**config.mk**
```make
export PLATFORM = sky130hd
export DESIGN_NAME = sit_sign
export DESIGN_NICKNAME = d
export VERILOG_FILES = /design/src/hw/rtl/sit_pkg.sv /design/src/hw/rtl/sit_sign.sv
export SDC_FILE = /design/constraint.sdc
export NUM_CORES = 1
export LEC_CHECK = 0
export BUFFER_PORTS_ARGS = -buffer_cell sky130_fd_sc_hd__buf_2
export CELL_PAD_IN_SITES_DETAIL_PLACEMENT = 0
export CELL_PAD_IN_SITES_GLOBAL_PLACEMENT = 1
export CORE_MARGIN = 10
export CORE_UTILIZATION = 30
export CTS_BUF_LIST = sky130_fd_sc_hd__clkbuf_16
export CTS_CLUSTER_SIZE = 40
export DETAILED_ROUTE_END_ITERATION = 10
export PLACE_DENSITY_LB_ADDON = 0.1
export SYNTH_ARGS = -nofsm -noshare
export SYNTH_HDL_FRONTEND = slang
export SYNTH_SLANG_ARGS = --single-unit
```
**constraint.sdc**
```tcl
create_clock -name aclk -period 6.53 [get_ports aclk]
set_clock_uncertainty 0.2 [all_clocks]
set_input_delay 1.306 -clock aclk [delete_from_list [all_inputs] [get_ports aclk]]
set_output_delay 1.306 -clock aclk [all_outputs]
set_load 0.01 [all_outputs]
```
**src/hw/rtl/sit_pkg.sv**
```systemverilog
`timescale 1ns / 1ps
// ----------------------------------------------------------------------------
// Segment intersection test package
// Shared constants, coordinate and difference indexes, and orientation types.
// ----------------------------------------------------------------------------
package sit_pkg;

    // Default coordinate width.
    localparam int DEF_COORD_BITS = 16;

    // Number of input coordinates and their order on the input bus.
    localparam int NUM_COORDS = 8;
    localparam int CRD_PX = 0;
    localparam int CRD_PY = 1;
    localparam int CRD_QX = 2;
    localparam int CRD_QY = 3;
    localparam int CRD_RX = 4;
    localparam int CRD_RY = 5;
    localparam int CRD_SX = 6;
    localparam int CRD_SY = 7;

    // Coordinate differences formed in the first stage.
    localparam int NUM_DIFFS = 12;
    localparam int DIF_QP_X = 0;
    localparam int DIF_QP_Y = 1;
    localparam int DIF_RP_X = 2;
    localparam int DIF_RP_Y = 3;
    localparam int DIF_SP_X = 4;
    localparam int DIF_SP_Y = 5;
    localparam int DIF_SR_X = 6;
    localparam int DIF_SR_Y = 7;
    localparam int DIF_PR_X = 8;
    localparam int DIF_PR_Y = 9;
    localparam int DIF_QR_X = 10;
    localparam int DIF_QR_Y = 11;

    // Cross products: for each triangle a left and a right term.
    localparam int NUM_PRODS = 8;
    localparam int PRD_PQR_L = 0;
    localparam int PRD_PQR_R = 1;
    localparam int PRD_PQS_L = 2;
    localparam int PRD_PQS_R = 3;
    localparam int PRD_RSP_L = 4;
    localparam int PRD_RSP_R = 5;
    localparam int PRD_RSQ_L = 6;
    localparam int PRD_RSQ_R = 7;

    // Between tests used in the collinear case.
    localparam int NUM_BTW = 4;

    // Sign of one orientation determinant.
    typedef enum logic [1:0] {
        ORI_ZERO = 2'b00,
        ORI_POS  = 2'b01,
        ORI_NEG  = 2'b10
    } orient_t;

    // The four orientations of one segment pair.
    typedef struct packed {
        orient_t pqr;
        orient_t pqs;
        orient_t rsp;
        orient_t rsq;
    } quad_orient_t;

endpackage

```
**src/hw/rtl/sit_sign.sv**
```systemverilog
`timescale 1ns / 1ps
// ----------------------------------------------------------------------------
// Sign stage
// Compares the cross terms and registers the sign of each determinant.
// ----------------------------------------------------------------------------
module sit_sign
    import sit_pkg::*;
#(
    parameter int COORD_BITS = DEF_COORD_BITS
) (
    input  logic                            aclk,
    input  logic                            aresetn,
    input  logic                            in_valid,
    output logic                            in_ready,
    input  logic signed [2*COORD_BITS+1:0]  prod [NUM_PRODS],
    input  logic [NUM_BTW-1:0]              btw_in,
    output logic                            out_valid,
    input  logic                            out_ready,
    output quad_orient_t                    orient,
    output logic [NUM_BTW-1:0]              btw_out
);

    localparam int PW = 2 * (COORD_BITS + 1);

    logic               valid_reg;
    quad_orient_t       orient_reg;
    quad_orient_t       orient_next;
    logic [NUM_BTW-1:0] btw_reg;

    function automatic orient_t cmp_f(input logic signed [PW-1:0] lhs, rhs);
        orient_t res;
        if (lhs > rhs) begin
            res = ORI_POS;
        end else if (lhs < rhs) begin
            res = ORI_NEG;
        end else begin
            res = ORI_ZERO;
        end
        return res;
    endfunction

    // One compare per determinant.
    always_comb begin
        orient_next.pqr = cmp_f(prod[PRD_PQR_L], prod[PRD_PQR_R]);
        orient_next.pqs = cmp_f(prod[PRD_PQS_L], prod[PRD_PQS_R]);
        orient_next.rsp = cmp_f(prod[PRD_RSP_L], prod[PRD_RSP_R]);
        orient_next.rsq = cmp_f(prod[PRD_RSQ_L], prod[PRD_RSQ_R]);
    end

    assign in_ready = !valid_reg || out_ready;

    always_ff @(posedge aclk) begin
        if (!aresetn) begin
            valid_reg <= 1'b0;
        end else if (in_ready) begin
            valid_reg <= in_valid;
        end
    end

    always_ff @(posedge aclk) begin
        if (in_ready && in_valid) begin
            orient_reg <= orient_next;
            btw_reg    <= btw_in;
        end
    end

    assign out_valid = valid_reg;
    assign orient    = orient_reg;
    assign btw_out   = btw_reg;

endmodule

```
==> impl_metrics.py <==
metrics = {
    "run_status": {
        "outcome": "finished clean",
    },
    "global_routing": {
        "grt_max_degree": 13,
        "grt_pass1_vias": 5093,
        "antenna_found_initial": 0,
        "grt.total_usage_pct": 15.4,
        "grt.overflow.total": 0,
        "grt_pass1_wl_mm": 23.2,
    },
    "placement": {
        "dp_hpwl_mm": 14.1,
        "dpl-instance-area_um2": 5670,
        "place_congestion": 0.822,
        "dp.cells": 997,
        "port_buffers": 293,
    },
    "clock_tree": {
        "postCtsHoldBufs": 0,
        "clock_sinks": 13,
        "cts-resized-gates": 0,
        "cts.htree.levels": 1,
        "clk_latency_ns": 0.24,
        "clk_path_buf_depth": 2,
        "clk_pin_slew_ns": 0.05,
        "post-cts-setup-buffer-count": 0,
        "numCtsBuffers": 3,
        "root_buffer": "clkbuf_16",
        "cts_tree": "yes",
    },
    "synthesis": {
        "async_reset_ff_share_pct": 0,
        "syn-num-nets": 944,
        "yosysUniqueCellTypes": 34,
        "synth_edf_count": 12,
        "synth_cells": 528,
        "synth_top_area_cell": "ha_1",
        "synth-seq-area-share_pct": 9.55,
        "synth_area_um2": 3980,
        "ys_top_cells_by_count": "149 x inv_1, 136 x ha_1, 65 x a21oi_1, 43 x nand2_1, 23 x nand4_1",
        "synth.most_common_cell": "inv_1",
        "synth_top_area_share_pct": 42.7,
        "synth.avg_cell_area_um2": 7.55,
        "synth_area_leaders": "ha_1 43%, inv_1 14%, edfxtp_1 9.0%",
        "yosysWarnings": 0,
        "ys.flop_type": "edfxtp_1",
        "synth-seq-cells": 13,
    },
    "finish": {
        "layout-drive-gt1-share_pct": 38.4,
        "syn2layout_area_growth_pct": 44.3,
        "finalNonFillerCells": 1001,
        "largest_reg_flops": 8,
        "diodes": 0,
        "ff_latch_area_um2": 380,
        "multi_input_area_um2": 3040,
        "design_area_um2": 5750,
        "finalNetCount": 1242,
        "fill_cells": 1391,
    },
    "sta": {
        "setup_tns_ns": 0,
        "slew_violations": 0,
        "clock.fmax_ghz": 0.305,
        "worst_pin_slew_ns": 0.605,
        "hold_viol": 0,
        "finalCriticalPeriod_ns": 3.28,
        "period_share_pct": 50.3,
        "grt_setup_unrepaired": "false",
        "finalSetupViolCount": 0,
        "slew_headroom_pct": 59.7,
    },
    "floorplan": {
        "core-area_um2": 13100,
        "chipHeight_um": 135,
        "ios": 294,
        "start_util_pct": 30.3,
        "die_w_um": 135,
        "rows": 42,
        "dieArea_um2": 18300,
    },
    "worst_setup_path": {
        "critPathBufInv": 2,
        "worst_ep_arrival_time_ns": 1.78,
        "crit_type": "in2out",
        "crit_required_ns": 5.02,
        "cp-start-kind": "input pin",
        "crit_top_cell": "buf_2",
        "cpLargestDelayFamily": "buffers and inverters",
        "endpoint_kind": "primary output",
        "crit_chain": "buf_2 -> nand2b_1 -> buf_2",
        "slowest_delay_ns": 0.20,
        "slowest_stage": "nand2b_1",
        "path_max_fanout": 3,
    },
    "detailed_routing": {
        "vias": 4558,
        "detail-route-antenna-nets": 0,
        "drtIter0Drc": 65,
        "vias_per_cell": 4.55,
        "dr.pass1.iters": 4,
        "drc": 0,
        "wl_per_cell_um": 14.6,
        "drt-total-wl_mm": 14.7,
    },
    "min_path": {
        "hold_class": "reg2reg",
    },
    "pwr": {
        "pwr-share-comb_pct": 58.0,
        "p_int_uw": 336,
        "power_switching_uw": 182,
        "p_seq_share_pct": 20.0,
        "leakagePower_uw": 0.00356,
        "ir_worst_vdd_mv": 0.0959,
        "power_density_nw_per_um2": 90.2,
        "p_clk_share_pct": 22.0,
        "switching_share_pct": 35.1,
    },
    "run": {
        "drv_cap": 0,
    },
}
[worst register-to-register path, cell delays in order, from the launching register on]
cell and delay (ns):
dfxtp_1 0.34, nand2b_1 0.18, and2_1 0.55
[cells in the final DEF (no fill, tap or decap), types with 2 or more instances in the layout]
master,instances
a21boi_1,3
a21oi_1,65
a221oi_1,4
a221oi_2,4
a2bb2oi_1,3
and2_1,5
buf_2,293
clkbuf_16,3
edfxtp_1,12
ha_1,136
inv_1,150
nand2_1,43
nand2b_1,2
nand3_1,11
nand4_1,23
nand4_2,2
nor2_1,10
nor4_2,6
o21a_1,3
o21ai_0,18
o21ai_1,7
o221ai_2,3
or2_2,3
or3_1,4
[routing by layer]
layer  vias to the layer above  GRT usage [%]  wire length [um]  share of wire, %
met4                         0           2.63               209               1.4
met5                         -              0                 0                 0
met3                        10           6.16              1510                10
met1                      1962           15.4              5570                38
li1                       2417              -                 -                 -
met2                       169           29.5              7370                50
[logic make-up (layout without fill, tap and decap cells)]
logic type | after synthesis | count (layout) | synth area share (%)
simple gates | 114 | 114 | 15.9
fa+ha+maj | 136 | 136 | 42.7
buf+inv | 149 | 446 | 14.0
compound gates | 116 | 116 | 17.8
flops | 13 | 13 | 9.55
[per-stage QoR]
step                worst slack (ns)  hold WS [ns]  power, uW  util, %
finish                          3.25         0.472        518     43.8
detailed placement              3.08         0.489        411     43.2
global route                    3.13         0.524        583     43.8
CTS                             3.23         0.496        530     43.8
global placement                3.08         0.477        403     43.2
floorplan                       3.36         0.410        275        -
[layout make-up]
cell class | instances | area share, %
Multi-Input combinational cell | 366 | 52.9
Timing Repair Buffer | 293 | 25.5
Inverter | 149 | 9.73
Sequential cell | 13 | 6.62
Tap cell | 176 | 3.83
Clock buffer | 3 | 1.31
Clock inverter | 1 | 0.0653
[power by group through the flow]
stage	combinational (uW)	sequential [uW]	clock, uW
after global routing	355	104	123
after global placement	298	105	0
after detailed placement	305	105	0
after floorplan	166	109	0
after CTS	308	104	119
final	301	104	114
[path summary, 6_finish.rpt]
path,start,end,slack (ns),depth (start not counted)
worst max-delay path,out_ready,in_ready,3.25,3
worst min register to register,out_valid$_SDFFE_PN0N_,out_valid$_SDFFE_PN0N_,0.47,2
worst max register to register,out_valid$_SDFFE_PN0N_,btw_out[2]$_DFFE_PP_,4.90,2
worst min-delay path,out_valid$_SDFFE_PN0N_,out_valid$_SDFFE_PN0N_,0.47,2
Note: power is estimated with default switching activity, not from simulation.
