**src/hw/rtl/sit_pkg.sv**
```systemverilog
`timescale 1ns / 1ps
// ----------------------------------------------------------------------------
// Segment intersection test package
// Shared constants, coordinate and difference indexes, and orientation types.
// ----------------------------------------------------------------------------
package sit_pkg;

    // Default coordinate width.
    localparam int DEF_COORD_BITS = 16;

    // Number of input coordinates and their order on the input bus.
    localparam int NUM_COORDS = 8;
    localparam int CRD_PX = 0;
    localparam int CRD_PY = 1;
    localparam int CRD_QX = 2;
    localparam int CRD_QY = 3;
    localparam int CRD_RX = 4;
    localparam int CRD_RY = 5;
    localparam int CRD_SX = 6;
    localparam int CRD_SY = 7;

    // Coordinate differences formed in the first stage.
    localparam int NUM_DIFFS = 12;
    localparam int DIF_QP_X = 0;
    localparam int DIF_QP_Y = 1;
    localparam int DIF_RP_X = 2;
    localparam int DIF_RP_Y = 3;
    localparam int DIF_SP_X = 4;
    localparam int DIF_SP_Y = 5;
    localparam int DIF_SR_X = 6;
    localparam int DIF_SR_Y = 7;
    localparam int DIF_PR_X = 8;
    localparam int DIF_PR_Y = 9;
    localparam int DIF_QR_X = 10;
    localparam int DIF_QR_Y = 11;

    // Cross products: for each triangle a left and a right term.
    localparam int NUM_PRODS = 8;
    localparam int PRD_PQR_L = 0;
    localparam int PRD_PQR_R = 1;
    localparam int PRD_PQS_L = 2;
    localparam int PRD_PQS_R = 3;
    localparam int PRD_RSP_L = 4;
    localparam int PRD_RSP_R = 5;
    localparam int PRD_RSQ_L = 6;
    localparam int PRD_RSQ_R = 7;

    // Between tests used in the collinear case.
    localparam int NUM_BTW = 4;

    // Sign of one orientation determinant.
    typedef enum logic [1:0] {
        ORI_ZERO = 2'b00,
        ORI_POS  = 2'b01,
        ORI_NEG  = 2'b10
    } orient_t;

    // The four orientations of one segment pair.
    typedef struct packed {
        orient_t pqr;
        orient_t pqs;
        orient_t rsp;
        orient_t rsq;
    } quad_orient_t;

endpackage

```
**src/hw/rtl/sit_diff.sv**
```systemverilog
`timescale 1ns / 1ps
// ----------------------------------------------------------------------------
// Difference stage
// Forms the coordinate differences of the four orientation tests and the
// endpoint between flags of the collinear case, then registers them.
// ----------------------------------------------------------------------------
module sit_diff
    import sit_pkg::*;
#(
    parameter int COORD_BITS = DEF_COORD_BITS
) (
    input  logic                         aclk,
    input  logic                         aresetn,
    input  logic                         in_valid,
    output logic                         in_ready,
    input  logic signed [COORD_BITS-1:0] coord [NUM_COORDS],
    output logic                         out_valid,
    input  logic                         out_ready,
    output logic signed [COORD_BITS:0]   diff [NUM_DIFFS],
    output logic [NUM_BTW-1:0]           btw
);

    localparam int DW = COORD_BITS + 1;

    logic                 valid_reg;
    logic signed [DW-1:0] diff_reg  [NUM_DIFFS];
    logic signed [DW-1:0] diff_next [NUM_DIFFS];
    logic [NUM_BTW-1:0]   btw_reg;
    logic [NUM_BTW-1:0]   btw_next;

    // True when c lies between a and b, ends included.
    function automatic logic between_f(
        input logic signed [COORD_BITS-1:0] ax, ay, bx, by, cx, cy
    );
        logic res;
        if (ax == bx) begin
            res = (ay <= cy && by >= cy) || (ay >= cy && by <= cy);
        end else begin
            res = (ax <= cx && bx >= cx) || (ax >= cx && bx <= cx);
        end
        return res;
    endfunction

    // Differences are one bit wider than the coordinates, so none overflows.
    always_comb begin
        diff_next[DIF_QP_X] = DW'(coord[CRD_QX]) - DW'(coord[CRD_PX]);
        diff_next[DIF_QP_Y] = DW'(coord[CRD_QY]) - DW'(coord[CRD_PY]);
        diff_next[DIF_RP_X] = DW'(coord[CRD_RX]) - DW'(coord[CRD_PX]);
        diff_next[DIF_RP_Y] = DW'(coord[CRD_RY]) - DW'(coord[CRD_PY]);
        diff_next[DIF_SP_X] = DW'(coord[CRD_SX]) - DW'(coord[CRD_PX]);
        diff_next[DIF_SP_Y] = DW'(coord[CRD_SY]) - DW'(coord[CRD_PY]);
        diff_next[DIF_SR_X] = DW'(coord[CRD_SX]) - DW'(coord[CRD_RX]);
        diff_next[DIF_SR_Y] = DW'(coord[CRD_SY]) - DW'(coord[CRD_RY]);
        diff_next[DIF_PR_X] = DW'(coord[CRD_PX]) - DW'(coord[CRD_RX]);
        diff_next[DIF_PR_Y] = DW'(coord[CRD_PY]) - DW'(coord[CRD_RY]);
        diff_next[DIF_QR_X] = DW'(coord[CRD_QX]) - DW'(coord[CRD_RX]);
        diff_next[DIF_QR_Y] = DW'(coord[CRD_QY]) - DW'(coord[CRD_RY]);
    end

    // Each endpoint tested against the other segment.
    always_comb begin
        btw_next[0] = between_f(coord[CRD_PX], coord[CRD_PY], coord[CRD_QX],
                                coord[CRD_QY], coord[CRD_RX], coord[CRD_RY]);
        btw_next[1] = between_f(coord[CRD_PX], coord[CRD_PY], coord[CRD_QX],
                                coord[CRD_QY], coord[CRD_SX], coord[CRD_SY]);
        btw_next[2] = between_f(coord[CRD_RX], coord[CRD_RY], coord[CRD_SX],
                                coord[CRD_SY], coord[CRD_PX], coord[CRD_PY]);
        btw_next[3] = between_f(coord[CRD_RX], coord[CRD_RY], coord[CRD_SX],
                                coord[CRD_SY], coord[CRD_QX], coord[CRD_QY]);
    end

    // The stage takes a new request when it is empty or its content moves on.
    assign in_ready = !valid_reg || out_ready;

    always_ff @(posedge aclk) begin
        if (!aresetn) begin
            valid_reg <= 1'b0;
        end else if (in_ready) begin
            valid_reg <= in_valid;
        end
    end

    always_ff @(posedge aclk) begin
        if (in_ready && in_valid) begin
            diff_reg <= diff_next;
            btw_reg  <= btw_next;
        end
    end

    assign out_valid = valid_reg;
    assign diff      = diff_reg;
    assign btw       = btw_reg;

endmodule

```
**config.mk**
```make
export PLATFORM = sky130hd
export DESIGN_NAME = sit_diff
export DESIGN_NICKNAME = d
export VERILOG_FILES = /design/src/hw/rtl/sit_pkg.sv /design/src/hw/rtl/sit_diff.sv
export SDC_FILE = /design/constraint.sdc
export NUM_CORES = 1
export LEC_CHECK = 0
export BUFFER_PORTS_ARGS = -buffer_cell sky130_fd_sc_hd__buf_2
export CORE_AREA = 2 2 175 177
export CTS_BUF_LIST = sky130_fd_sc_hd__clkbuf_16
export DETAILED_ROUTE_END_ITERATION = 10
export DIE_AREA = 0 0 177 179
export PLACE_DENSITY = 0.82
export SYNTH_ARGS = -nofsm -noshare
export SYNTH_HDL_FRONTEND = slang
export SYNTH_SLANG_ARGS = --single-unit
```
**constraint.sdc**
```tcl
create_clock -name aclk -period 6.7 [get_ports aclk]
set_clock_uncertainty 0.1 [all_clocks]
set_input_delay 0.67 -clock aclk [delete_from_list [all_inputs] [get_ports aclk]]
set_output_delay 0.67 -clock aclk [all_outputs]
set_load 0.1 [all_outputs]
```
==> results_dict.tcl, run 1 <==
set metrics [dict create \
    htreeDepth 1 \
    whs_ps 290.8 \
    relSlewSlack 0.4222 \
    path_max_fanout 5 \
    nets 2430 \
    overflow 0 \
    cpMaxStageDelayCell "nor4_1" \
    final_layout_size_suffix_gt1_frac 0.1932 \
    synth_seq_area_share 0.3714 \
    ios 342 \
    cts_buffers 24 \
    dp_hpwl_um 43270 \
    cp-start-kind "input pin" \
    rsz0062_at_grt "no" \
    post_drt_wl_per_cell_um 21.44 \
    setup_tns_ps 0 \
    grtUsageMet2 0.5712 \
    clk_path_buf_depth 3 \
    yosys-top-cells-area "edfxtp_1 (37%), ha_1 (17%), xnor2_1 (5.0%), inv_1 (4.0%), a21oi_1 (3.8%)" \
    preCtsSetupSlack_ps 2906 \
    synth_area_um2 16710 \
    drcViolationCount 0 \
    switching_share 0.4511 \
    async_flop_share 0 \
    grt_pass1_vias 14340 \
    vdd_drop_max_mv 0.2732 \
    postSynthAreaPerCell_um2 9.721 \
    power.switching_mw 2.535 \
    synthMuxAreaShare 0.005391 \
    synth_top_area_cell "edfxtp_1" \
    syn-num-nets 2095 \
    seqPwrFrac 0.306 \
    yosysUniqueCellTypes 76 \
    synth_xor_area_frac 0.07442 \
    synthAdderAreaFrac 0.1881 \
    ys_ff_latch 207 \
    use_met3 0.04029 \
    area_growth_pct 17.59 \
    antenna_found_initial 4 \
    port_buffers 341 \
    grt.busiest_layer "met2" \
    postCtsSetupBuffers 0 \
    finalHoldViolCount 0 \
    synth_warnings 0 \
    largest_reg_flops 202 \
    rows 64 \
    place_congestion 1.017 \
    drv_slew 0 \
    tritoncts "yes" \
    hold_path.class "input pin to flip-flop" \
    core_um2 30030 \
    synth-compound-area-share 0.1773 \
    antenna_left 0 \
    vias_per_cell 6.022 \
    yosys.area_share.simple 0.1348 \
    synth_top_family_by_area "adder cells" \
    root_buffer "clkbuf_16" \
    path_cells "buf_2 > inv_1 > ha_1 > nor2b_1 > o21bai_1 > nand3_1 > a221oi_2 > o221ai_1 > xor2_1 > nor4_1 > a31oi_1" \
    critPathTopFamily "compound AO/OA/AOI/OAI gates" \
    clk_latency_ps 530 \
    ctsResizeCount 0 \
    power_density_nw_per_um2 285.9 \
    syn-instance-count 1719 \
    maxCapViolCount 0 \
    grt.total_usage 0.3230 \
    vias 14880 \
    cpPeakStageDelay_ps 580 \
    clock-sinks 207 \
    synthFlopType "edfxtp_1" \
    post-route-period-util 0.5038 \
    max_clock_freq_mhz 296.3 \
    p_int_mw 3.084 \
    dieArea_um2 31680 \
    critical_path_buf_inv_count 2 \
    die_w_um 177 \
    min_period_ps 3376 \
    grt_max_degree 89 \
    clk_pin_slew_ps 60 \
    die_y_um 179 \
    end_kind "flip-flop" \
    setup_ws_ps 3324 \
    drt_pass1_iterations 5 \
    synth_top_area_frac 0.3702 \
    drt-initial-drc-count 1264 \
    critical_path_class "input pin to flip-flop" \
    power_mw 5.619 \
    synth_enable_flop_cells 206 \
    use_met1 0.3858 \
    p_clk_frac 0.250 \
    worstPathArrival_ps 3530 \
    grt_pass1_wl_um 77540 \
    status "completed" \
    setup_viol 0 \
    leakage_nw 9.183 \
    wl_um 52990 \
    required_ps 6850 \
    postCtsHoldBufs 0 \
    start_util 0.5565 \
    tightestPinTransition_ps 858.8 \
    combPwrFrac 0.444 \
]
-- power groups by stage --
stage	registers, mW	logic [mW]	clock network (mW)
floorplan	2.87	0.828	0
global placement	1.74	2.44	0
detailed placement	1.74	2.46	0
CTS	1.72	2.47	1.42
global route	1.73	2.61	1.46
finish	1.72	2.49	1.41
-- path summary, 6_finish.rpt --
| path | from | to | slack (ps) | depth (start not counted) |
|---|---|---|---|---|
| max reg2reg | out_valid | diff[2] | 4320 | 3 |
| max | coord[97] | btw[2] | 3320 | 11 |
| min reg2reg | out_valid | out_valid | 430 | 2 |
| min | aresetn | out_valid | 290 | 2 |
-- through the flow --
step	instances	instance area [um^2]	util
2_1_floorplan	1719	16710	-
3_3_place_gp	2424	18800	0.6261
3_5_place_dp	2424	18800	0.6261
4_1_cts	2466	19640	0.6540
5_1_grt	2470	19650	0.6543
6_report	2471	19650	0.6544
-- cells in the mapped netlist, types with 5 or more instances --
cell type / count
o31a_1: 7
inv_1: 178
buf_2: 5
ha_1: 232
a21oi_1: 126
o21ai_1: 8
nand3_1: 50
nand2_1: 94
nor4_1: 10
clkbuf_1: 23
xnor2_1: 95
nand4_1: 22
a21boi_0: 13
o31ai_1: 11
nor2b_1: 38
a21o_1: 68
a211oi_1: 9
xor2_1: 47
fa_1: 12
or3_1: 18
a31oi_1: 25
and3_1: 16
o21a_1: 27
nand2b_1: 18
o21ai_0: 84
o211ai_1: 6
o21bai_1: 12
or2_2: 6
mux2i_1: 9
nor3_1: 44
edfxtp_1: 206
o2111ai_1: 6
and2_1: 6
nor2_1: 110
-- per-layer routing --
metal,share of wire,wire length (um)
met5,0,0
met2,0.48,25620
met4,0.053,2821
met3,0.076,4024
met1,0.39,20520
-- worst reg2reg max path: stages, from the launching register on --
cell and delay, ps:
dfxtp_1 300, nand2b_1 90, and2_4 660, buf_4 820
-- cell type report --
class / count / area, um^2
inverter: 179 / 671.9
fill: 2394 / 10380
clock buffer: 25 / 625.6
sequential: 207 / 6206
antenna: 5 / 12.51
timing repair buffer: 343 / 1734
clock inverter: 17 / 211.5
multi-input combinational: 1299 / 9694
tap: 396 / 495.5
-- kinds of logic (layout without fill, tap and decap cells) --
kind of cell,after synthesis,in the layout
and+or+nand+nor,451,451
buffers and inverters,213,564
adders and majority gates,244,244
muxes,9,9
xor gates and xnor gates,142,142
other,0,5
AOI/OAI and AO/OA,453,453
DFF,207,207
-- cells in the final DEF (no fill, tap or decap), drive strengths merged, types with 7 or more instances in the layout --
master and count:
a211oi 9, a21boi 13, a21o 69, a21oi 127, a221oi 7, a31oi 25
and3 16, buf 343, clkbuf 25, clkinv 9, edfxtp 206, fa 12
ha 232, inv 180, mux2i 9, nand2 94, nand2b 18, nand3 50
nand4 22, nor2 110, nor2b 39, nor3 45, nor4 10, o2111ai 7
o21a 27, o21ai 92, o21bai 12, o31a 7, o31ai 11, or3 18
xnor2 95, xor2 47
Power figures use the tool's default switching activity.
==> inputs of run 2 (changes only) <==
- CORE_AREA: 2 2 175 177 -> 2 2 185 187
- DIE_AREA: 0 0 177 179 -> 0 0 187 189
- PLACE_DENSITY: 0.82 -> 0.78
- clock period: 6.7 -> 3.1 ns (I/O delays scaled with it)
==> results_dict.tcl, run 2 (synthesized netlist as in run 1, its figures left out) <==
set metrics [dict create \
    drt-initial-drc-count 1148 \
    clk_latency_ps 540 \
    post_drt_wl_per_cell_um 20.47 \
    min_period_ps 2675 \
    required_ps 3280 \
    p_int_mw 6.676 \
    grt_max_degree 63 \
    cpPeakStageDelay_ps 680 \
    combPwrFrac 0.451 \
    antenna_found_initial 7 \
    seqPwrFrac 0.306 \
    setup_viol 0 \
    final_layout_size_suffix_gt1_frac 0.2182 \
    post-route-period-util 0.8630 \
    power_density_nw_per_um2 601.8 \
    p_clk_frac 0.244 \
    mostFrequentLayoutCell "buf_2" \
    cpMaxStageDelayCell "o41ai_1" \
    maxCapViolCount 0 \
    drv_slew 0 \
    htreeDepth 1 \
    hold_start "coord[112]" \
    switching_share 0.4514 \
    crit_top_cell "o21ai_0" \
    relSlewSlack 0.5357 \
    rrSetupSlack_ps 1310 \
    worstPathArrival_ps 2860 \
    final_cell_mix "buf_2 (341), ha_1 (232), edfxtp_1 (206)" \
    grt_pass1_vias 14730 \
    cts_buffers 24 \
    wl_um 52950 \
    utilization 0.6075 \
    final_cell_count_no_fill 2587 \
    vias_per_cell 5.805 \
    grt_pass1_wl_um 79670 \
    nFillCells 2844 \
    dieArea_um2 35340 \
    vias 15020 \
    largest_reg_flops 202 \
    dpl_cell_area_um2 19370 \
    path_max_fanout 3 \
    start_util 0.5021 \
    hold_path.class "input pin to flip-flop" \
    status "completed" \
    max_clock_freq_mhz 373.8 \
    vdd_drop_max_mv 0.4570 \
    overflow 0 \
    path_cells "buf_2 > inv_1 > ha_1 > fa_1 > nor2b_1 > o21ai_0 > nand2_1 > a311oi_1 > o41ai_1 > buf_4 > a21o_1 > o21ai_0 > o31a_1" \
    root_buffer "clkbuf_16" \
    antenna_left 0 \
    tritoncts "yes" \
    power.switching_mw 5.493 \
    drt_pass1_iterations 5 \
    port_buffers 341 \
    ctsResizeCount 0 \
    critical_path_class "input pin to flip-flop" \
    clock-sinks 207 \
    end_kind "flip-flop" \
    clk_path_buf_depth 3 \
    die_y_um 189 \
    drcViolationCount 0 \
    rsz0062_at_grt "no" \
    rows 67 \
    place_congestion 0.9712 \
    die_w_um 187 \
    clk_pin_slew_ps 60 \
    dp_hpwl_um 43500 \
    core_um2 33280 \
    finalHoldViolCount 0 \
    fin_area_um2 20220 \
    crit_start "coord[0]" \
    timing.rr.start "out_valid" \
    place_inst 2539 \
    ios 342 \
    leakage_nw 9.510 \
    area_growth_pct 20.99 \
    grt.total_usage 0.2900 \
    tightestPinTransition_ps 691.2 \
    nets 2495 \
    cp-start-kind "input pin" \
]
==> run 2: changes by cell type in the layout (fill, tap and decap cells not counted), sizes merged <==
cell         before  now
bufinv            5    4
clkinvlp          2    4
dlygate4sd3       0    2
diode             5    3
inv             180  182
clkinv            9    7
buf             343  406
==> run 2: worst paths after layout <==
check | end | cells past startpoint
worst min-delay path | diff[119] | 3
worst max-delay path | diff[82] | 13
worst max register to register | diff[82] | 3
worst min register to register | diff[141] | 2
==> run 2: power by group through the flow <==
| stage | logic, mW | registers (mW) | clock network, mW |
|---|---|---|---|
| after floorplan | 1.79 | 6.21 | 0 |
| after global placement | 5.37 | 3.77 | 0 |
| after detailed placement | 5.42 | 3.77 | 0 |
| after CTS | 5.44 | 3.72 | 3.01 |
| after global routing | 5.75 | 3.75 | 3.10 |
| final | 5.48 | 3.72 | 2.96 |
==> run 2: critical path: cells and delay by family <==
kind,cells,cell delay (ps)
buffers and inverters,3,360
adders and majority gates,2,640
AOI/OAI and AO/OA,6,1260
and+or+nand+nor,2,270
==> run 2: layout make-up <==
cell class / count / area (um^2) / area share
clock inverters: 18 / 192.7 / 0.009530
repair buffers: 408 / 2252 / 0.1114
multi-input cells: 1299 / 9702 / 0.4798
inverters: 179 / 671.9 / 0.03323
diodes: 3 / 7.507 / 0.0003713
clock buffers: 25 / 625.6 / 0.03094
flip-flops and latches: 207 / 6207 / 0.3070
well taps: 448 / 560.5 / 0.02772
==> run 2: metal layers <==
metal / up-vias / wire length (um) / track usage
met4: 8 / 2302 / 0.1242
met2: 710 / 25540 / 0.5122
li1: 7069 / - / -
met3: 120 / 3974 / 0.04504
met5: - / 50 / 0
met1: 7111 / 21080 / 0.3520
==> run 2: repair_timing <==
item | in CTS | in global routing
hold buffers | 2 | 0
setup buffers | 0 | 0
endpoints found under the hold margin | 1 | 0
==> run 2: through the flow <==
step / setup WS, ps / TNS (ps) / total power [mW] / hold WS (ps)
floorplan: 189.1 / 0 / 7.995 / 341.3
global placement: -133.1 / -193.9 / 9.136 / 386.6
detailed placement: -119.5 / -207.3 / 9.191 / 410.2
CTS: 439.0 / 0 / 12.17 / 128.1
global route: 308.9 / 0 / 12.60 / 156.3
finish: 424.7 / 0 / 12.17 / 148.4
