### config.mk
export PLATFORM = sky130hd
export DESIGN_NAME = sit_decide
export DESIGN_NICKNAME = d
export VERILOG_FILES = /design/src/hw/rtl/sit_pkg.sv /design/src/hw/rtl/sit_decide.sv
export SDC_FILE = /design/constraint.sdc
export NUM_CORES = 1
export LEC_CHECK = 0
export BUFFER_PORTS_ARGS = -buffer_cell sky130_fd_sc_hd__buf_4
export CAP_MARGIN = 30
export CORE_AREA = 10 10 47 49
export CTS_BUF_LIST = sky130_fd_sc_hd__clkbuf_2 sky130_fd_sc_hd__clkbuf_4 sky130_fd_sc_hd__clkbuf_8
export DETAILED_ROUTE_END_ITERATION = 6
export DIE_AREA = 0 0 57 59
export PLACE_DENSITY_LB_ADDON = 0.25
export SLEW_MARGIN = 0
export SYNTH_ARGS = -nofsm -noshare
export SYNTH_HDL_FRONTEND = slang
export SYNTH_SLANG_ARGS = --single-unit
### constraint.sdc
create_clock -name aclk -period 1.5 [get_ports aclk]
set_clock_uncertainty 0.15 [all_clocks]
set_input_delay 0.15 -clock aclk [delete_from_list [all_inputs] [get_ports aclk]]
set_output_delay 0.15 -clock aclk [all_outputs]
set_load 0.01 [all_outputs]
### src/hw/rtl/sit_pkg.sv
`timescale 1ns / 1ps
// ----------------------------------------------------------------------------
// Segment intersection test package
// Shared constants, coordinate and difference indexes, and orientation types.
// ----------------------------------------------------------------------------
package sit_pkg;

    // Default coordinate width.
    localparam int DEF_COORD_BITS = 16;

    // Number of input coordinates and their order on the input bus.
    localparam int NUM_COORDS = 8;
    localparam int CRD_PX = 0;
    localparam int CRD_PY = 1;
    localparam int CRD_QX = 2;
    localparam int CRD_QY = 3;
    localparam int CRD_RX = 4;
    localparam int CRD_RY = 5;
    localparam int CRD_SX = 6;
    localparam int CRD_SY = 7;

    // Coordinate differences formed in the first stage.
    localparam int NUM_DIFFS = 12;
    localparam int DIF_QP_X = 0;
    localparam int DIF_QP_Y = 1;
    localparam int DIF_RP_X = 2;
    localparam int DIF_RP_Y = 3;
    localparam int DIF_SP_X = 4;
    localparam int DIF_SP_Y = 5;
    localparam int DIF_SR_X = 6;
    localparam int DIF_SR_Y = 7;
    localparam int DIF_PR_X = 8;
    localparam int DIF_PR_Y = 9;
    localparam int DIF_QR_X = 10;
    localparam int DIF_QR_Y = 11;

    // Cross products: for each triangle a left and a right term.
    localparam int NUM_PRODS = 8;
    localparam int PRD_PQR_L = 0;
    localparam int PRD_PQR_R = 1;
    localparam int PRD_PQS_L = 2;
    localparam int PRD_PQS_R = 3;
    localparam int PRD_RSP_L = 4;
    localparam int PRD_RSP_R = 5;
    localparam int PRD_RSQ_L = 6;
    localparam int PRD_RSQ_R = 7;

    // Between tests used in the collinear case.
    localparam int NUM_BTW = 4;

    // Sign of one orientation determinant.
    typedef enum logic [1:0] {
        ORI_ZERO = 2'b00,
        ORI_POS  = 2'b01,
        ORI_NEG  = 2'b10
    } orient_t;

    // The four orientations of one segment pair.
    typedef struct packed {
        orient_t pqr;
        orient_t pqs;
        orient_t rsp;
        orient_t rsq;
    } quad_orient_t;

endpackage

### src/hw/rtl/sit_decide.sv
`timescale 1ns / 1ps
// ----------------------------------------------------------------------------
// Decision stage
// Combines the four signs and the between flags into the hit result and
// holds it in the output register.
// ----------------------------------------------------------------------------
module sit_decide
    import sit_pkg::*;
(
    input  logic               aclk,
    input  logic               aresetn,
    input  logic               in_valid,
    output logic               in_ready,
    input  quad_orient_t       orient,
    input  logic [NUM_BTW-1:0] btw,
    output logic               out_valid,
    input  logic               out_ready,
    output logic               hit
);

    logic valid_reg;
    logic hit_reg;
    logic hit_next;
    logic all_zero;
    logic any_zero;

    // Collinear when every sign is zero, touching when only some are.
    always_comb begin
        all_zero = (orient.pqr == ORI_ZERO) && (orient.pqs == ORI_ZERO) &&
                   (orient.rsp == ORI_ZERO) && (orient.rsq == ORI_ZERO);
        any_zero = (orient.pqr == ORI_ZERO) || (orient.pqs == ORI_ZERO) ||
                   (orient.rsp == ORI_ZERO) || (orient.rsq == ORI_ZERO);
        priority if (all_zero) begin
            hit_next = |btw;
        end else if (any_zero) begin
            hit_next = 1'b0;
        end else begin
            hit_next = (orient.pqr != orient.pqs) && (orient.rsp != orient.rsq);
        end
    end

    assign in_ready = !valid_reg || out_ready;

    always_ff @(posedge aclk) begin
        if (!aresetn) begin
            valid_reg <= 1'b0;
        end else if (in_ready) begin
            valid_reg <= in_valid;
        end
    end

    always_ff @(posedge aclk) begin
        if (in_ready && in_valid) begin
            hit_reg <= hit_next;
        end
    end

    assign out_valid = valid_reg;
    assign hit       = hit_reg;

endmodule

==> results of run 1 <==
-- per-stage QoR --
step,total power [mW],area (um2),instances,hold WS [ns]
final,0.275,333,55,0.0391
after detailed placement,0.127,303,51,0.271
after CTS,0.286,333,55,0.0314
after floorplan,0.0825,148,17,0.139
after global routing,0.298,333,55,0.0441
after global placement,0.127,303,51,0.268
-- power breakdown --
group | total [mW] | switching, mW | internal [mW]
clock | 0.150 | 0.0332 | 0.117
combinational | 0.0616 | 0.0215 | 0.0401
sequential | 0.0637 | 0.00127 | 0.0624
-- synth_stat cells (all sizes together) --
master,number
nand2,5
o22ai,1
edfxtp,1
xnor2,2
a21boi,1
nor4,3
dfxtp,1
nand2b,1
inv,1
and2,1
-- logic make-up after synthesis --
logic type	share of synthesized area [%]
AOI/OAI and AO/OA	9.33
xor gates and xnor gates	11.9
buffers and inverters	2.54
DFF	33.9
and+or+nand+nor	42.4
-- cell usage in the layout (no fill, tap or decap) --
cell type  synthesis  final
a21boi_0           1      1
and2_1             1      1
dfxtp_1            1      1
edfxtp_1           1      1
inv_1              1      1
nand2b_1           1      1
nand2_1            5      5
o22ai_1            1      1
nor4_2             2      2
clkbuf_4           0      4
xnor2_1            2      2
buf_4              0     18
nor4_1             1      1
-- critical path, cell delays in order (launching register included) --
cell and delay, ns:
dfxtp_1 0.31, nand2b_1 0.08, buf_4 0.15
-- final timing paths --
check                                 to  cells after the start  slack [ns]              startpoint
setup / recovery                in_ready                      2        0.43  out_valid$_SDFFE_PN0N_
hold / removal    out_valid$_SDFFE_PN0N_                      3        0.04                in_valid
setup reg to reg           hit$_DFFE_PP_                      2        0.53  out_valid$_SDFFE_PN0N_
hold reg to reg   out_valid$_SDFFE_PN0N_                      2        0.39  out_valid$_SDFFE_PN0N_
-- metal layers --
layer  part of all wire (%)  track usage (%)  routed length [um]  up-vias
met2                     31             4.03                 191       20
met4                    3.8             7.05                  23        0
met5                      0                0                   0        -
met3                     22             5.15                 132        2
met1                     43             4.03                 265       83
li1                       -                -                   -      103
-- final cells by class --
cell class / count / area, um2
fill: 169 / 1070
timing repair buffer: 18 / 135
multi-input combinational: 14 / 93.8
sequential: 2 / 50.0
clock buffer: 4 / 30.0
tap: 16 / 20.0
inverter: 1 / 3.75
==> impl_metrics.tcl, run 1 <==
set metrics [dict create \
    status "complete, no violations" \
    num_rows 14 \
    start_util_pct 10.5 \
    max_cap_violations 0 \
    criticalPathCategory "register to primary output" \
    final_max_slew_viol_count 0 \
    period_needed_ns 1.07 \
    worst_pin_slew_ns 0.254 \
    wl_um 612 \
    hold_buffers 0 \
    grt_pass1_vias 232 \
    seq_area_frac_synth_pct 33.9 \
    place_ws_ns 0.427 \
    synth_cell_types 11 \
    yosysWarningCount 0 \
    ys_top_cells_by_area "edfxtp_1 20%, nor4_2 17%, dfxtp_1 14%, nand2_1 13%, xnor2_1 12%" \
    postLayoutCoreUtil_pct 23.8 \
    firstDrtPassIters 1 \
    syn_nets 33 \
    htree_levels 1 \
    fmax_ghz 0.931 \
    yosysTopAreaCell "edfxtp_1" \
    diodes 0 \
    post_cts.repair.setup_buffers 0 \
    synth_top_area_share_pct 20.3 \
    gp_congestion 0.594 \
    finalHoldViolations 0 \
    syn_inst 17 \
    finalSetupTns_ns 0 \
    die_w_um 57 \
    rsz0062_at_grt "false" \
    drive_above_1_share_pct 61.5 \
    ant_nets 0 \
    syn_avg_cell_area_um2 8.68 \
    cts_tree "yes" \
    clock_latency_ns 0.22 \
    cts.sinks 2 \
    hold_class "primary input to register" \
    die_height_um 59 \
    grt_start_max_net_pins 4 \
    crit_path_start_kind "register" \
    routed_via_density 3.78 \
    leakagePower_nw 0.153 \
    drc_errors 0 \
    route.vias.total 208 \
    ios 19 \
    portBuffers 18 \
    fin_crit_sh_pct 71.6 \
    nets 56 \
    critPathMaxFanout 3 \
    clk_pin_slew_ns 0.03 \
    fp.dieArea_um2 3360 \
    cts_buffers 3 \
    cts-root-buf "clkbuf_4" \
    core-area_um2 1400 \
    grt_first_pass_wirelength_um 1050 \
    drt_iter0_drc 0 \
    end_kind "primary output" \
    ir_drop_uv 218 \
    grt_use_total_pct 4.54 \
    setup_slack_ns 0.426 \
    cts_resized 0 \
    relSlewSlack_pct 82.9 \
    clockBufferDepth 2 \
    ys_ff_latch 2 \
    p_per_area_nw_per_um2 828 \
    setup_viol 0 \
    globalRouteOverflowTotal 0 \
    worstPathRequired_ns 1.20 \
    wl_per_cell_um 11.1 \
    synth_area_um2 148 \
    antenna_found_initial 0 \
    cp_data_arrival_time_ns 0.77 \
    synthToLayoutAreaGrowth_pct 125 \
]
Note: power is estimated with default switching activity, not from simulation.
==> inputs of run 2 (changes only) <==
==> constraint.sdc (replaced) <==
create_clock -name aclk -period 0.95 [get_ports aclk]
set_clock_uncertainty 0.15 [all_clocks]
set_input_delay 0.095 -clock aclk [delete_from_list [all_inputs] [get_ports aclk]]
set_output_delay 0.095 -clock aclk [all_outputs]
set_load 0.01 [all_outputs]
==> run 2 against run 1 <==
Effect of this change:
- the flow now finishes with violations (setup timing)
- final cell count increased by 5.5%
- non-clock buffer count grew 3
- global-route usage barely moved
- critical endpoint unchanged
==> impl_metrics.tcl, run 2 (synthesized netlist as in run 1, its figures left out) <==
set metrics [dict create \
    ios 19 \
    portBuffers 18 \
    setup_slack_ns -0.123 \
    layout_common_cells "16 x buf_4, 5 x nand2_1, 4 x clkbuf_4" \
    grt_use_total_pct 4.50 \
    die_w_um 57 \
    hold_depth 3 \
    firstDrtPassIters 2 \
    route.vias.total 220 \
    multi_input_area_um2 101 \
    setup_viol 2 \
    p_per_area_nw_per_um2 1200 \
    p_total_mw 0.455 \
    end_kind "primary output" \
    reg2reg_slack_ns 0.01 \
    cts.sinks 2 \
    grt_pass1_vias 275 \
    hold_class "primary input to register" \
    start_util_pct 10.5 \
    drc_errors 0 \
    hold_start "btw[2]" \
    hpwlAfterDp_um 587 \
    globalRouteOverflowTotal 0 \
    worst_pin_slew_ns 0.257 \
    crit_path_start_kind "register" \
    nets 59 \
    clockBufferDepth 2 \
    clock_latency_ns 0.22 \
    period_needed_ns 1.07 \
    dpl_cell_area_um2 319 \
    die_height_um 59 \
    wl_per_cell_um 11.1 \
    cts_tree "yes" \
    r2r-start "out_valid$_SDFFE_PN0N_" \
    post_cts.repair.setup_buffers 0 \
    gp_congestion 0.605 \
    fp.dieArea_um2 3360 \
    antenna_found_initial 0 \
    num_rows 14 \
    ant_nets 0 \
    final_common_cell "buf_4" \
    max_cap_violations 0 \
    drive_above_1_share_pct 64.3 \
    htree_levels 1 \
    leakagePower_nw 0.176 \
    drt_iter0_drc 1 \
    grt_first_pass_wirelength_um 1150 \
    relSlewSlack_pct 82.7 \
    synthToLayoutAreaGrowth_pct 158 \
    finalHoldViolations 0 \
    cp_data_arrival_time_ns 0.83 \
    status "finished with violations" \
    rsz0062_at_grt "true" \
    criticalPathCategory "register to primary output" \
    fin_crit_sh_pct 113 \
    grt_start_max_net_pins 3 \
    seq_area_um2 51.3 \
    routed_via_density 3.79 \
    reg2reg_to "hit$_DFFE_PP_" \
    reg2regPathDepth 2 \
    whs_endpoint "hit$_DFFE_PP_" \
    fillers 159 \
    wl_um 644 \
    diodes 0 \
    cts-root-buf "clkbuf_4" \
    ir_drop_uv 518 \
    critPathMaxFanout 2 \
    violations "setup timing" \
    cts_buffers 3 \
    final_max_slew_viol_count 0 \
    worstPathRequired_ns 0.70 \
    final_cell_area_um2 380 \
    clk_pin_slew_ns 0.03 \
    core-area_um2 1400 \
    fmax_ghz 0.932 \
]
run 2: cell types whose count changed in the layout (fill, tap and decap cells not counted):
cell | previous run | this run
buf_4 | 18 | 16
buf_6 | 0 | 3
dfxtp_1 | 1 | 0
dlygate4sd3_1 | 0 | 2
dfxtp_2 | 0 | 1
nand2b_4 | 0 | 1
nand2b_1 | 1 | 0
run 2: where the power goes:
group	total (mW)	switching, mW	internal, mW
combinational	0.115	0.0369	0.0778
clock	0.237	0.0522	0.185
sequential	0.104	0.00439	0.0993
total	0.455	0.0936	0.362
run 2: stage by stage:
| step | utilization, % | cells | TNS [ns] | setup slack [ns] | hold slack [ns] |
|---|---|---|---|---|---|
| after floorplan | - | 17 | -0.0222 | -0.0222 | 0.0763 |
| after global placement | 22.8 | 52 | -0.0600 | -0.0561 | 0.220 |
| after detailed placement | 22.8 | 52 | -0.0695 | -0.0695 | 0.220 |
| after CTS | 27.1 | 58 | -0.187 | -0.135 | 0.0416 |
| after global routing | 27.1 | 58 | -0.284 | -0.154 | 0.0488 |
| final | 27.1 | 58 | -0.161 | -0.123 | 0.0454 |
run 2: layout make-up:
cell class              count  area share, %
inverters                   1          0.987
multi-input cells          14           26.6
well taps                  16           5.26
clock buffers               4           7.89
repair buffers             21           45.7
flip-flops and latches      2           13.5
run 2: how the worst max path moves through the flow:
stage               cells after the start                    from       endpoint
detailed placement                      3                  btw[1]  hit$_DFFE_PP_
CTS                                     3  out_valid$_SDFFE_PN0N_       in_ready
floorplan                               2  out_valid$_SDFFE_PN0N_  hit$_DFFE_PP_
global placement                        3                  btw[1]  hit$_DFFE_PP_
global route                            3  out_valid$_SDFFE_PN0N_       in_ready
finish                                  3  out_valid$_SDFFE_PN0N_       in_ready
run 2: critical path, cell delays in order, from the launching register on:
cell,delay (ns)
dfxtp_2,0.34
nand2b_4,0.05
buf_6,0.11
buf_6,0.11
run 2: repair_timing:
| item | in CTS | in global routing |
|---|---|---|
| endpoints found under the setup margin | 2 | 5 |
| pin swaps | 0 | 0 |
| hold buffers | 2 | 0 |
| endpoints found under the hold margin | 1 | 0 |
| resized for setup | 3 | 0 |
| cloned | 0 | 0 |
run 2: layer usage:
layer | vias up | track usage [%] | wire (um)
met2 | 19 | 5.74 | 227
li1 | 110 | - | -
met3 | 0 | 4.94 | 113
met1 | 91 | 4.52 | 303
met4 | 0 | 2.01 | 0
met5 | - | 0 | 0
==> inputs of run 3 (changes only) <==
--- a/config.mk
+++ b/config.mk
@@ -12,6 +12,7 @@
 export DETAILED_ROUTE_END_ITERATION = 6
 export DIE_AREA = 0 0 57 59
 export PLACE_DENSITY_LB_ADDON = 0.25
+export RECOVER_POWER = 25
 export SLEW_MARGIN = 0
 export SYNTH_ARGS = -nofsm -noshare
 export SYNTH_HDL_FRONTEND = slang
==> run 3 against run 2 <==
Effect of this change:
- the flow still finishes with violations (setup timing)
- largest cell class unchanged
- total power is essentially flat
- first-iteration DRC count is the same
- combinational power is essentially flat
- critical path type unchanged
- highest routed layer unchanged
- via count is the same
==> impl_metrics.tcl, run 3 (synthesized netlist as in run 1, its figures left out) <==
set metrics [dict create \
    drive_above_1_share_pct 64.3 \
    htree_levels 1 \
    fmax_ghz 0.932 \
    grt_start_max_net_pins 3 \
    whs_endpoint "hit$_DFFE_PP_" \
    start_util_pct 10.5 \
    critPathMaxFanout 2 \
    worstPathRequired_ns 0.70 \
    criticalPathCategory "register to primary output" \
    end_kind "primary output" \
    reg2regPathDepth 2 \
    clk_pin_slew_ns 0.03 \
    wl_per_cell_um 11.1 \
    grt_pass1_vias 275 \
    die_w_um 57 \
    die_height_um 59 \
    hold_class "primary input to register" \
    holdWs_ns 0.0454 \
    leakagePower_nw 0.176 \
    reg2reg_slack_ns 0.01 \
    num_rows 14 \
    globalRouteOverflowTotal 0 \
    met3_length_um 125 \
    clockBufferDepth 2 \
    firstDrtPassIters 2 \
    r2r-start "out_valid$_SDFFE_PN0N_" \
    final_common_cell "buf_4" \
    worst_pin_slew_ns 0.257 \
    post_cts.repair.setup_buffers 0 \
    relSlewSlack_pct 82.7 \
    portBuffers 18 \
    reg2reg_to "hit$_DFFE_PP_" \
    cts.sinks 2 \
    grt_use_total_pct 4.50 \
    period_needed_ns 1.07 \
    p_per_area_nw_per_um2 1200 \
    setup_viol 2 \
    fp.dieArea_um2 3360 \
    cts-root-buf "clkbuf_4" \
    drt-met1-wl_um 292 \
    nets 59 \
    top_layer_used "met3" \
    ios 19 \
    final_max_slew_viol_count 0 \
    rsz0062_at_grt "true" \
    setup_slack_ns -0.123 \
    wl_um 644 \
    grt_first_pass_wirelength_um 1150 \
    status "finished with violations" \
    drc_errors 0 \
    diodes 0 \
    layout_common_cells "15 x buf_4, 5 x nand2_1, 5 x clkbuf_4" \
    cts_buffers 3 \
    hpwlAfterDp_um 587 \
    violations "setup timing" \
    gp_congestion 0.605 \
    core-area_um2 1400 \
    finalHoldViolations 0 \
    hold_start "btw[2]" \
    met2WireLength_um 226 \
    route.vias.total 220 \
    antenna_found_initial 0 \
    cts_tree "yes" \
    hold_depth 3 \
    routed_via_density 3.79 \
    ant_nets 0 \
    postLayoutCoreUtil_pct 27.1 \
    max_cap_violations 0 \
    fin_crit_sh_pct 113 \
    clock_latency_ns 0.22 \
    ir_drop_uv 518 \
    cp_data_arrival_time_ns 0.83 \
    drt_iter0_drc 1 \
    crit_path_start_kind "register" \
    synthToLayoutAreaGrowth_pct 158 \
]
-- run 3: cell types whose count changed in the layout (fill, tap and decap cells not counted) --
| cell | change |
|---|---|
| buf_4 | -1 |
| clkbuf_4 | +1 |
-- run 3: layout make-up --
type	count	area, um2
Inverter	1	3.75
Multi-Input combinational cell	14	101
Sequential cell	2	51.3
Fill cell	159	1020
Clock buffer	4	30.0
Tap cell	16	20.0
Timing Repair Buffer	21	174
-- run 3: power by group --
| part | total [mW] | switching, mW | leakage (nW) | internal (mW) |
|---|---|---|---|---|
| logic | 0.114 | 0.0369 | 0.139 | 0.0775 |
| clock network | 0.237 | 0.0522 | 0.0184 | 0.185 |
| registers | 0.104 | 0.00439 | 0.0186 | 0.0993 |
| total | 0.455 | 0.0936 | 0.176 | 0.361 |
-- run 3: worst max path at each step --
stage                                 startpoint             to  slack [ns]
final                     out_valid$_SDFFE_PN0N_       in_ready       -0.12
after global routing      out_valid$_SDFFE_PN0N_       in_ready       -0.15
after CTS                 out_valid$_SDFFE_PN0N_       in_ready       -0.14
after detailed placement                  btw[1]  hit$_DFFE_PP_       -0.07
after global placement                    btw[1]  hit$_DFFE_PP_       -0.06
after floorplan           out_valid$_SDFFE_PN0N_  hit$_DFFE_PP_       -0.02
-- run 3: what timing repair did --
item / 4_1_cts / 5_1_grt
pin swaps: 0 / 0
hold buffers: 2 / 0
gates resized for setup: 3 / 0
endpoints found under the hold margin: 1 / 0
endpoints found under the setup margin: 2 / 5
-- run 3: metrics by stage --
step	setup slack (ns)	area, um2	std cells	power (mW)	setup TNS, ns
global route	-0.154	380	58	0.494	-0.284
floorplan	-0.0222	156	17	0.135	-0.0222
finish	-0.123	380	58	0.455	-0.161
CTS	-0.135	380	58	0.468	-0.187
detailed placement	-0.0695	319	52	0.209	-0.0695
global placement	-0.0561	319	52	0.209	-0.0600
-- run 3: worst max-delay path: stages (launching register included) --
cell and delay [ns]:
dfxtp_2 0.34, nand2b_4 0.05, buf_6 0.11, buf_6 0.11
-- run 3: per-layer routing --
metal  up-vias  global-route usage (%)
li1        110                       -
met1        91                    4.52
met2        19                    5.74
met3         0                    4.94
met4         0                    2.01
met5         -                       0
